## src/hw/rtl/i2cms_pkg.sv

```systemverilog
// ----------------------------------------------------------------------------
// i2cms_pkg
// Shared codes and widths for the I2C master byte sequencer.
// ----------------------------------------------------------------------------
`default_nettype none

package i2cms_pkg;

   localparam int unsigned OP_W    = 3;
   localparam int unsigned BYTE_W  = 8;
   localparam int unsigned PHASE_W = 4;
   localparam int unsigned BITS_W  = 4;

   // operation codes on the request channel
   localparam logic [OP_W-1:0] OP_TICK  = 3'd0;
   localparam logic [OP_W-1:0] OP_START = 3'd1;
   localparam logic [OP_W-1:0] OP_STOP  = 3'd2;
   localparam logic [OP_W-1:0] OP_WRITE = 3'd3;
   localparam logic [OP_W-1:0] OP_READ  = 3'd4;

   // sequencer phases
   localparam logic [PHASE_W-1:0] PH_IDLE        = 4'd0;
   localparam logic [PHASE_W-1:0] PH_ST_SDA_LOW  = 4'd1;
   localparam logic [PHASE_W-1:0] PH_ST_SCL_LOW  = 4'd2;
   localparam logic [PHASE_W-1:0] PH_FINISH      = 4'd3;
   localparam logic [PHASE_W-1:0] PH_SP_SCL_HIGH = 4'd4;
   localparam logic [PHASE_W-1:0] PH_SP_SDA_HIGH = 4'd5;
   localparam logic [PHASE_W-1:0] PH_WR_SCL_LOW  = 4'd6;
   localparam logic [PHASE_W-1:0] PH_WR_NEXT     = 4'd7;
   localparam logic [PHASE_W-1:0] PH_WR_ACK      = 4'd8;
   localparam logic [PHASE_W-1:0] PH_RD_SAMPLE   = 4'd9;
   localparam logic [PHASE_W-1:0] PH_RD_NEXT     = 4'd10;
   localparam logic [PHASE_W-1:0] PH_RD_ACK_LOW  = 4'd11;

   localparam logic [BYTE_W-1:0] HALF_PERIOD_RESET = 8'd8;
   localparam logic [BITS_W-1:0] BITS_PER_BYTE     = 4'd8;

endpackage

`default_nettype wire

```

## src/hw/rtl/i2c_master_byte_sequencer.sv

```systemverilog
// ----------------------------------------------------------------------------
// i2c_master_byte_sequencer
// Bit-banged I2C master: start, stop, write byte and read byte sequences.
// ----------------------------------------------------------------------------
// Usage:
//   - req channel carries one transfer per tick or command. While idle a
//     start, stop, write or read command opens a sequence; while busy only
//     tick transfers advance it, other codes are dropped (still answered).
//   - every accepted req transfer yields exactly one rsp transfer holding
//     the SCL/SDA drive levels, busy/done flags, last read byte and the
//     no-ack flag of the last write, all as they stand after that transfer.
//   - each bus phase lasts csr_write_data ticks (0 acts as 1); the user must
//     write the register via csr_write_enable only while no sequence is
//     running (not enforced); rsp is valid in the cycle after req acceptance.
//   - throughput: one transfer per cycle unless rsp stalls; the whole update
//     is one pass of logic from the state registers into the same registers.
//   - the rsp side is a single output register; req_ready stays high as
//     long as that register is empty or being drained in the same cycle,
//     so a stalled receiver holds off the requester after one transfer.
//   - reset: idle, SCL high, SDA driven high, counters and read byte zero,
//     half period back to 8 ticks, no rsp transfer pending.
// ----------------------------------------------------------------------------
`default_nettype none

module i2c_master_byte_sequencer (
   input  wire logic                           clock,
   input  wire logic                           reset,
   input  wire logic                           req_valid,
   output      logic                           req_ready,
   input  wire logic [i2cms_pkg::OP_W-1:0]     req_operation,
   input  wire logic [i2cms_pkg::BYTE_W-1:0]   req_write_data,
   input  wire logic                           req_send_ack,
   input  wire logic                           req_sda_sample,
   output      logic                           rsp_valid,
   input  wire logic                           rsp_ready,
   output      logic                           rsp_scl_level,
   output      logic                           rsp_sda_level,
   output      logic                           rsp_sda_drive,
   output      logic                           rsp_busy_res,
   output      logic                           rsp_done_res,
   output      logic [i2cms_pkg::BYTE_W-1:0]   rsp_read_data,
   output      logic                           rsp_no_ack,
   input  wire logic                           csr_write_enable,
   input  wire logic [i2cms_pkg::BYTE_W-1:0]   csr_write_data
);
   import i2cms_pkg::*;

   // sequencer state
   logic [PHASE_W-1:0] phase_ff,      phase_in;
   logic [BITS_W-1:0]  bit_count_ff,  bit_count_in;
   logic [BYTE_W-1:0]  tick_count_ff, tick_count_in;
   logic [BYTE_W-1:0]  shift_byte_ff, shift_byte_in;
   logic               ack_choice_ff, ack_choice_in;
   logic               ack_missing_ff, ack_missing_in;
   logic               scl_ff,        scl_in;
   logic               sda_ff,        sda_in;
   logic               drive_ff,      drive_in;
   logic [BYTE_W-1:0]  last_read_ff,  last_read_in;
   logic               done_ff,       done_in;

   // output register occupancy and config
   logic               rsp_valid_ff,  rsp_valid_in;
   logic [BYTE_W-1:0]  half_ff;

   logic               req_fire;
   logic [BYTE_W-1:0]  half_eff;
   logic [BYTE_W-1:0]  tick_dec;
   logic [BITS_W-1:0]  bit_next;

   // output register can take a new result when empty or draining
   assign req_ready = !rsp_valid_ff || rsp_ready;
   assign req_fire  = req_valid && req_ready;

   // zero half period counts as one tick
   assign half_eff = (half_ff == '0) ? BYTE_W'(1) : half_ff;
   assign tick_dec = tick_count_ff - BYTE_W'(1);
   assign bit_next = bit_count_ff + BITS_W'(1);

   always_comb begin
      rsp_valid_in = rsp_valid_ff;
      if (req_fire) begin
         rsp_valid_in = 1'b1;
      end else if (rsp_ready) begin
         rsp_valid_in = 1'b0;
      end
   end

   // one pass of the sequencer per accepted transfer
   always_comb begin
      phase_in       = phase_ff;
      bit_count_in   = bit_count_ff;
      tick_count_in  = tick_count_ff;
      shift_byte_in  = shift_byte_ff;
      ack_choice_in  = ack_choice_ff;
      ack_missing_in = ack_missing_ff;
      scl_in         = scl_ff;
      sda_in         = sda_ff;
      drive_in       = drive_ff;
      last_read_in   = last_read_ff;
      done_in        = 1'b0;

      if (phase_ff == PH_IDLE) begin
         // launch a new command sequence
         case (req_operation)
            OP_START: begin
               bit_count_in  = '0;
               scl_in        = 1'b1;
               drive_in      = 1'b1;
               sda_in        = 1'b1;
               phase_in      = PH_ST_SDA_LOW;
               tick_count_in = half_eff;
            end
            OP_STOP: begin
               bit_count_in  = '0;
               drive_in      = 1'b1;
               sda_in        = 1'b0;
               phase_in      = PH_SP_SCL_HIGH;
               tick_count_in = half_eff;
            end
            OP_WRITE: begin
               bit_count_in  = '0;
               drive_in      = 1'b1;
               sda_in        = req_write_data[BYTE_W-1];
               shift_byte_in = {req_write_data[BYTE_W-2:0], 1'b0};
               scl_in        = 1'b1;
               phase_in      = PH_WR_SCL_LOW;
               tick_count_in = half_eff;
            end
            OP_READ: begin
               bit_count_in  = '0;
               ack_choice_in = req_send_ack;
               shift_byte_in = '0;
               drive_in      = 1'b0;
               sda_in        = 1'b1;
               scl_in        = 1'b1;
               phase_in      = PH_RD_SAMPLE;
               tick_count_in = half_eff;
            end
            default: begin
            end
         endcase
      end else if (req_operation == OP_TICK) begin
         tick_count_in = tick_dec;
         if (tick_dec == '0) begin
            // wait ran out: take the next bus action
            tick_count_in = half_eff;
            case (phase_ff)
               PH_ST_SDA_LOW: begin
                  drive_in = 1'b1;
                  sda_in   = 1'b0;
                  phase_in = PH_ST_SCL_LOW;
               end
               PH_ST_SCL_LOW: begin
                  scl_in   = 1'b0;
                  phase_in = PH_FINISH;
               end
               PH_SP_SCL_HIGH: begin
                  scl_in   = 1'b1;
                  phase_in = PH_SP_SDA_HIGH;
               end
               PH_SP_SDA_HIGH: begin
                  drive_in = 1'b1;
                  sda_in   = 1'b1;
                  phase_in = PH_FINISH;
               end
               PH_WR_SCL_LOW: begin
                  scl_in   = 1'b0;
                  phase_in = PH_WR_NEXT;
               end
               PH_WR_NEXT: begin
                  bit_count_in = bit_next;
                  scl_in       = 1'b1;
                  if (bit_next < BITS_PER_BYTE) begin
                     drive_in      = 1'b1;
                     sda_in        = shift_byte_ff[BYTE_W-1];
                     shift_byte_in = {shift_byte_ff[BYTE_W-2:0], 1'b0};
                     phase_in      = PH_WR_SCL_LOW;
                  end else begin
                     // release SDA for the slave acknowledge
                     drive_in = 1'b0;
                     sda_in   = 1'b1;
                     phase_in = PH_WR_ACK;
                  end
               end
               PH_WR_ACK: begin
                  ack_missing_in = req_sda_sample;
                  scl_in         = 1'b0;
                  phase_in       = PH_FINISH;
               end
               PH_RD_SAMPLE: begin
                  shift_byte_in = {shift_byte_ff[BYTE_W-2:0], req_sda_sample};
                  scl_in        = 1'b0;
                  phase_in      = PH_RD_NEXT;
               end
               PH_RD_NEXT: begin
                  bit_count_in = bit_next;
                  scl_in       = 1'b1;
                  if (bit_next < BITS_PER_BYTE) begin
                     phase_in = PH_RD_SAMPLE;
                  end else begin
                     // byte complete, drive ack (low) or no-ack (high)
                     last_read_in = shift_byte_ff;
                     drive_in     = 1'b1;
                     sda_in       = !ack_choice_ff;
                     phase_in     = PH_RD_ACK_LOW;
                  end
               end
               PH_RD_ACK_LOW: begin
                  scl_in   = 1'b0;
                  phase_in = PH_FINISH;
               end
               default: begin
                  // finish phase and unused codes close the sequence
                  phase_in      = PH_IDLE;
                  tick_count_in = '0;
                  done_in       = 1'b1;
               end
            endcase
         end
      end
   end

   always_ff @(posedge clock) begin
      if (reset) begin
         phase_ff       <= PH_IDLE;
         bit_count_ff   <= '0;
         tick_count_ff  <= '0;
         shift_byte_ff  <= '0;
         ack_choice_ff  <= 1'b0;
         ack_missing_ff <= 1'b0;
         scl_ff         <= 1'b1;
         sda_ff         <= 1'b1;
         drive_ff       <= 1'b1;
         last_read_ff   <= '0;
         done_ff        <= 1'b0;
      end else if (req_fire) begin
         phase_ff       <= phase_in;
         bit_count_ff   <= bit_count_in;
         tick_count_ff  <= tick_count_in;
         shift_byte_ff  <= shift_byte_in;
         ack_choice_ff  <= ack_choice_in;
         ack_missing_ff <= ack_missing_in;
         scl_ff         <= scl_in;
         sda_ff         <= sda_in;
         drive_ff       <= drive_in;
         last_read_ff   <= last_read_in;
         done_ff        <= done_in;
      end
   end

   always_ff @(posedge clock) begin
      if (reset) begin
         rsp_valid_ff <= 1'b0;
         half_ff      <= HALF_PERIOD_RESET;
      end else begin
         rsp_valid_ff <= rsp_valid_in;
         if (csr_write_enable) begin
            half_ff <= csr_write_data;
         end
      end
   end

   // result fields are the state left by the last accepted transfer
   assign rsp_valid     = rsp_valid_ff;
   assign rsp_scl_level = scl_ff;
   assign rsp_sda_level = sda_ff;
   assign rsp_sda_drive = drive_ff;
   assign rsp_busy_res  = (phase_ff != PH_IDLE);
   assign rsp_done_res  = done_ff;
   assign rsp_read_data = last_read_ff;
   assign rsp_no_ack    = ack_missing_ff;

   // a finished sequence is never reported as busy
   assert property (@(posedge clock) disable iff (reset)
      done_ff |-> (phase_ff == PH_IDLE))
      else $error("done flagged while sequence still busy");

   // idle means no wait pending, busy means a wait is loaded
   assert property (@(posedge clock) disable iff (reset)
      (phase_ff == PH_IDLE) == (tick_count_ff == '0))
      else $error("tick counter out of step with phase");

   // a released SDA line always reads back as high level
   assert property (@(posedge clock) disable iff (reset)
      !drive_ff |-> sda_ff)
      else $error("sda low while released");

   // every accepted request produces a pending result next cycle
   assert property (@(posedge clock) disable iff (reset)
      req_fire |=> rsp_valid_ff)
      else $error("accepted transfer produced no result");

   // bit counter never runs past one byte
   assert property (@(posedge clock) disable iff (reset)
      bit_count_ff <= BITS_PER_BYTE)
      else $error("bit counter overflow");

endmodule

`default_nettype wire
```

## config.mk

```make
export PLATFORM = sky130hd
export DESIGN_NAME = i2c_master_byte_sequencer
export DESIGN_NICKNAME = d
export VERILOG_FILES = /design/src/hw/rtl/i2cms_pkg.sv /design/src/hw/rtl/i2c_master_byte_sequencer.sv
export SDC_FILE = /design/constraint.sdc
export NUM_CORES = 1
export LEC_CHECK = 0
export ABC_AREA = 1
export BUFFER_PORTS_ARGS = -buffer_cell sky130_fd_sc_hd__buf_2
export CORE_ASPECT_RATIO = 1.75
export CORE_MARGIN = 5
export CORE_UTILIZATION = 44
export DETAILED_ROUTE_END_ITERATION = 12
export PLACE_DENSITY = 0.67
export SYNTH_ARGS = -nofsm -noshare
export SYNTH_HDL_FRONTEND = slang
export SYNTH_SLANG_ARGS = --single-unit
```

## constraint.sdc

```tcl
create_clock -name clock -period 1.89 [get_ports clock]
set_clock_uncertainty 0.1 [all_clocks]
set_input_delay 0.567 -clock clock [delete_from_list [all_inputs] [get_ports clock]]
set_output_delay 0.567 -clock clock [all_outputs]
set_load 0.01 [all_outputs]
```

==> flow_metrics.env <==
export IMPL_outcome="complete, but fails checks"
export IMPL_violations="negative setup slack"
export IMPL_die_x_um=69.30
export IMPL_die_y_um=113.8
export IMPL_switching_share=0.4622
export IMPL_power_leakage_nw=1.743
export IMPL_cp_endpoint="shift_byte_ff[1]"
export IMPL_fin_ws_ns=-0.06244
export IMPL_grt_max_degree=29
export IMPL_syn2layout_area_growth_pct=37.48
export IMPL_slew_headroom=0.6456
export IMPL_p_per_area_nw_per_um2=1813
export IMPL_htree_levels=2
export IMPL_vias=2989
export IMPL_async_flop_share=0
export IMPL_place_congestion=0.9255
export IMPL_period_share=1.033
export IMPL_ant_nets=0
export IMPL_slowest_stage="dfxtp_1"
export IMPL_ys_seq_area_frac=0.3475
export IMPL_via_per_inst=5.262
export IMPL_worstPathBufferInverterCount=2
export IMPL_clock_latency_ns=0.31
export IMPL_endpoint_kind="flip-flop"
export IMPL_path_depth=12
export IMPL_synth_top_area_share=0.3475
export IMPL_ios=42
export IMPL_grt_overflow_total=0
export IMPL_start_util=0.4569
export IMPL_grt_pass1_vias=2992
export IMPL_synth_cells_most_frequent="88 x nand2_1, 48 x inv_1, 47 x dfxtp_1"
export IMPL_first_pass_iters=4
export IMPL_fmax_ghz=0.5122
export IMPL_synth_flop_cell="dfxtp_1"
export IMPL_r2r_start="tick_count_ff[3]"
export IMPL_start_kind="flip-flop"
export IMPL_numCtsBuffers=5
export IMPL_pre_cts_ws_ns=-0.2371
export IMPL_synth_edff_count=0
export IMPL_path_cells="nor2_2 > nand2_1 > o21ai_2 > nand2_2 > nor2_4 > nand2_4 > nand2_8 > buf_12 > nand3_4 > nand2_2 > inv_2 > nor2_1"
export IMPL_p_seq_frac=0.203
export IMPL_synth_ff_latch_count=47
export IMPL_grt_first_pass_wirelength_mm=13.49
export IMPL_rows=37
export IMPL_syn_num_nets=432
export IMPL_syn_avg_cell_area_um2=6.769
export IMPL_finalNonFillerCells=568
export IMPL_initialDrtViolationCount=136
export IMPL_dp_cells=554
export IMPL_worstSetupPathType="reg -> reg"
export IMPL_yosysMostFrequentCell="nand2_1"
export IMPL_worstPathRequired_ns=2.04
export IMPL_worst_path_most_repeated_cell="nand2_2"
export IMPL_coreArea_um2=5926
export IMPL_crit_start="tick_count_ff[3]"
export IMPL_yosys_warnings=0
export IMPL_worst_path_max_fanout=8
export IMPL_antenna_found_initial=0
export IMPL_slew_viol_final=0
export IMPL_cts_tree="done"
export IMPL_root_buffer="clkbuf_8"
export IMPL_rsz0062_at_grt="yes"
export IMPL_synth_area_leaders="dfxtp_1 35%, nand2_1 12%, a21oi_1 7.9%"
export IMPL_synth_area_um2=2708
export IMPL_critPathArrivalTime_ns=2.10
export IMPL_fin_crit_ns=1.952
export IMPL_syn_inst=400
export IMPL_reg2regPathDepth=12
export IMPL_hold_path_class="reg -> reg"
export IMPL_io_buffer_count=41
export IMPL_wl_mm=8.308
export IMPL_clockBufferDepth=2
export IMPL_max_stage_delay_ns=0.40
export IMPL_utilization=0.6282
export IMPL_num_antenna_cells=0
export IMPL_ys_types=38
export IMPL_synth_area_leader_cell="dfxtp_1"
export IMPL_worstMarginPinSlew_ns=0.5247
export IMPL_ff2ff_setup_slack_ns=-0.06
export IMPL_maxCapViolCount=0
export IMPL_internal_power_mw=3.629
export IMPL_route_detailed_wl_per_inst_um=14.63
export IMPL_nNetsFinal=521
export IMPL_dieArea_um2=7884
export IMPL_p_clk_frac=0.116
export IMPL_drive_above_1_share=0.3551
export IMPL_place_area_um2=3337
export IMPL_drc_errors=0
export IMPL_hpwl_mm=6.267
export IMPL_setup_violations_final=17
export IMPL_clock_sinks=47
export IMPL_r2r_end="shift_byte_ff[1]"
export IMPL_grt_usage=0.2126
export IMPL_ir_drop_mv=1.224
export IMPL_final_hold_violation_count=0
export IMPL_switchingPower_mw=3.119
export IMPL_design_area_um2=3722
export IMPL_cp_top_family="simple AND/OR/NAND/NOR gates"
export IMPL_combPwrFrac=0.681
export IMPL_clk_pin_slew_worst_paths_ns=0.09
worst min-delay path: stages, from the launching register on:
cell and delay, ns:
dfxtp_1 0.31, nand2_1 0.06, a21oi_1 0.05
worst min-delay path by stage:
| stage | cells after the start | start | to |
|---|---|---|---|
| final | 2 | rsp_read_data[6] | rsp_read_data[6] |
| after global routing | 2 | rsp_read_data[6] | rsp_read_data[6] |
| after CTS | 2 | rsp_read_data[6] | rsp_read_data[6] |
| after detailed placement | 2 | rsp_scl_level | rsp_scl_level |
| after global placement | 2 | rsp_sda_drive | rsp_sda_drive |
| after floorplan | 2 | half_ff[0] | half_ff[0] |
cell usage in the layout, fill, tap and decap left out, types with 2 or more instances in the layout:
cell	instances
o21ai_1	2
buf_2	40
a21oi_1	35
nor2_4	5
inv_1	38
nand3b_1	2
dfxtp_2	4
nand2_2	14
inv_2	13
a22oi_1	7
o21ai_0	20
nand2_4	4
buf_4	46
nand3_2	6
ha_1	4
nand4_1	25
xor2_1	2
clkinv_1	2
nor3_1	2
nand3_1	23
nand3_4	3
nand2_1	74
dfxtp_1	43
buf_12	3
a21oi_2	9
ha_4	2
nor2_1	30
nor2_2	5
buf_6	6
clkbuf_8	6
area by class of cell:
class	count	area [um^2]
Sequential cell	47	945.9
Fill cell	594	2203
Timing Repair Buffer	95	673.1
Tap cell	78	97.59
Inverter	54	205.2
Clock buffer	6	82.58
Clock inverter	2	35.03
Multi-Input combinational cell	286	1683
state kept, by name (all words and copies together) (netlist names):
register / flops
half_ff: 8
rsp_read_data: 8
shift_byte_ff: 8
tick_count_ff: 8
bit_count_ff: 4
phase_ff: 4
ack_choice_ff: 1
rsp_done_res: 1
rsp_no_ack: 1
rsp_scl_level: 1
rsp_sda_drive: 1
rsp_sda_level: 1
rsp_valid: 1
routing by layer:
layer | global-route usage | routed length [um] | vias to the layer above
li1 | - | - | 1512
met1 | 0.1948 | 2912 | 1364
met2 | 0.4177 | 4589 | 83
met3 | 0.04145 | 309 | 30
met4 | 0.1317 | 498 | 0
met5 | 0 | 0 | -
cells by family (layout without fill, tap and decap cells):
| family | Yosys count | after routing | synth area share |
|---|---|---|---|
| AOI/OAI and AO/OA | 81 | 81 | 0.1673 |
| xor gates and xnor gates | 2 | 2 | 0.006471 |
| adders and majority gates | 6 | 6 | 0.02773 |
| buffers and inverters | 67 | 157 | 0.1021 |
| DFF | 47 | 47 | 0.3475 |
| and+or+nand+nor | 197 | 197 | 0.3489 |
power groups by stage:
stage          clock (mW)  sequential [mW]  combinational (mW)
2_1_floorplan           0             1.34                2.25
3_3_place_gp            0             1.35                3.68
3_5_place_dp            0             1.35                3.70
4_1_cts             0.799             1.36                4.17
5_1_grt             0.850             1.39                5.00
6_report            0.784             1.37                4.59
stage by stage:
stage / power [mW] / setup TNS (ns) / hold WS, ns
final: 6.748 / -0.5869 / 0.3591
after floorplan: 3.592 / 0 / 0.3334
after global placement: 5.025 / -3.510 / 0.3429
after CTS: 6.328 / -0.2889 / 0.3619
after global routing: 7.238 / -3.938 / 0.3756
after detailed placement: 5.053 / -4.144 / 0.3446
what timing repair did:
item                                    CTS  global route
hold endpoints to repair                  0             0
pin swaps                                21            27
hold buffers                              0             0
endpoints found under the setup margin   36            38
gates resized for setup                  33            34
setup buffers                             5             1
(Power assumes the default switching activity.)
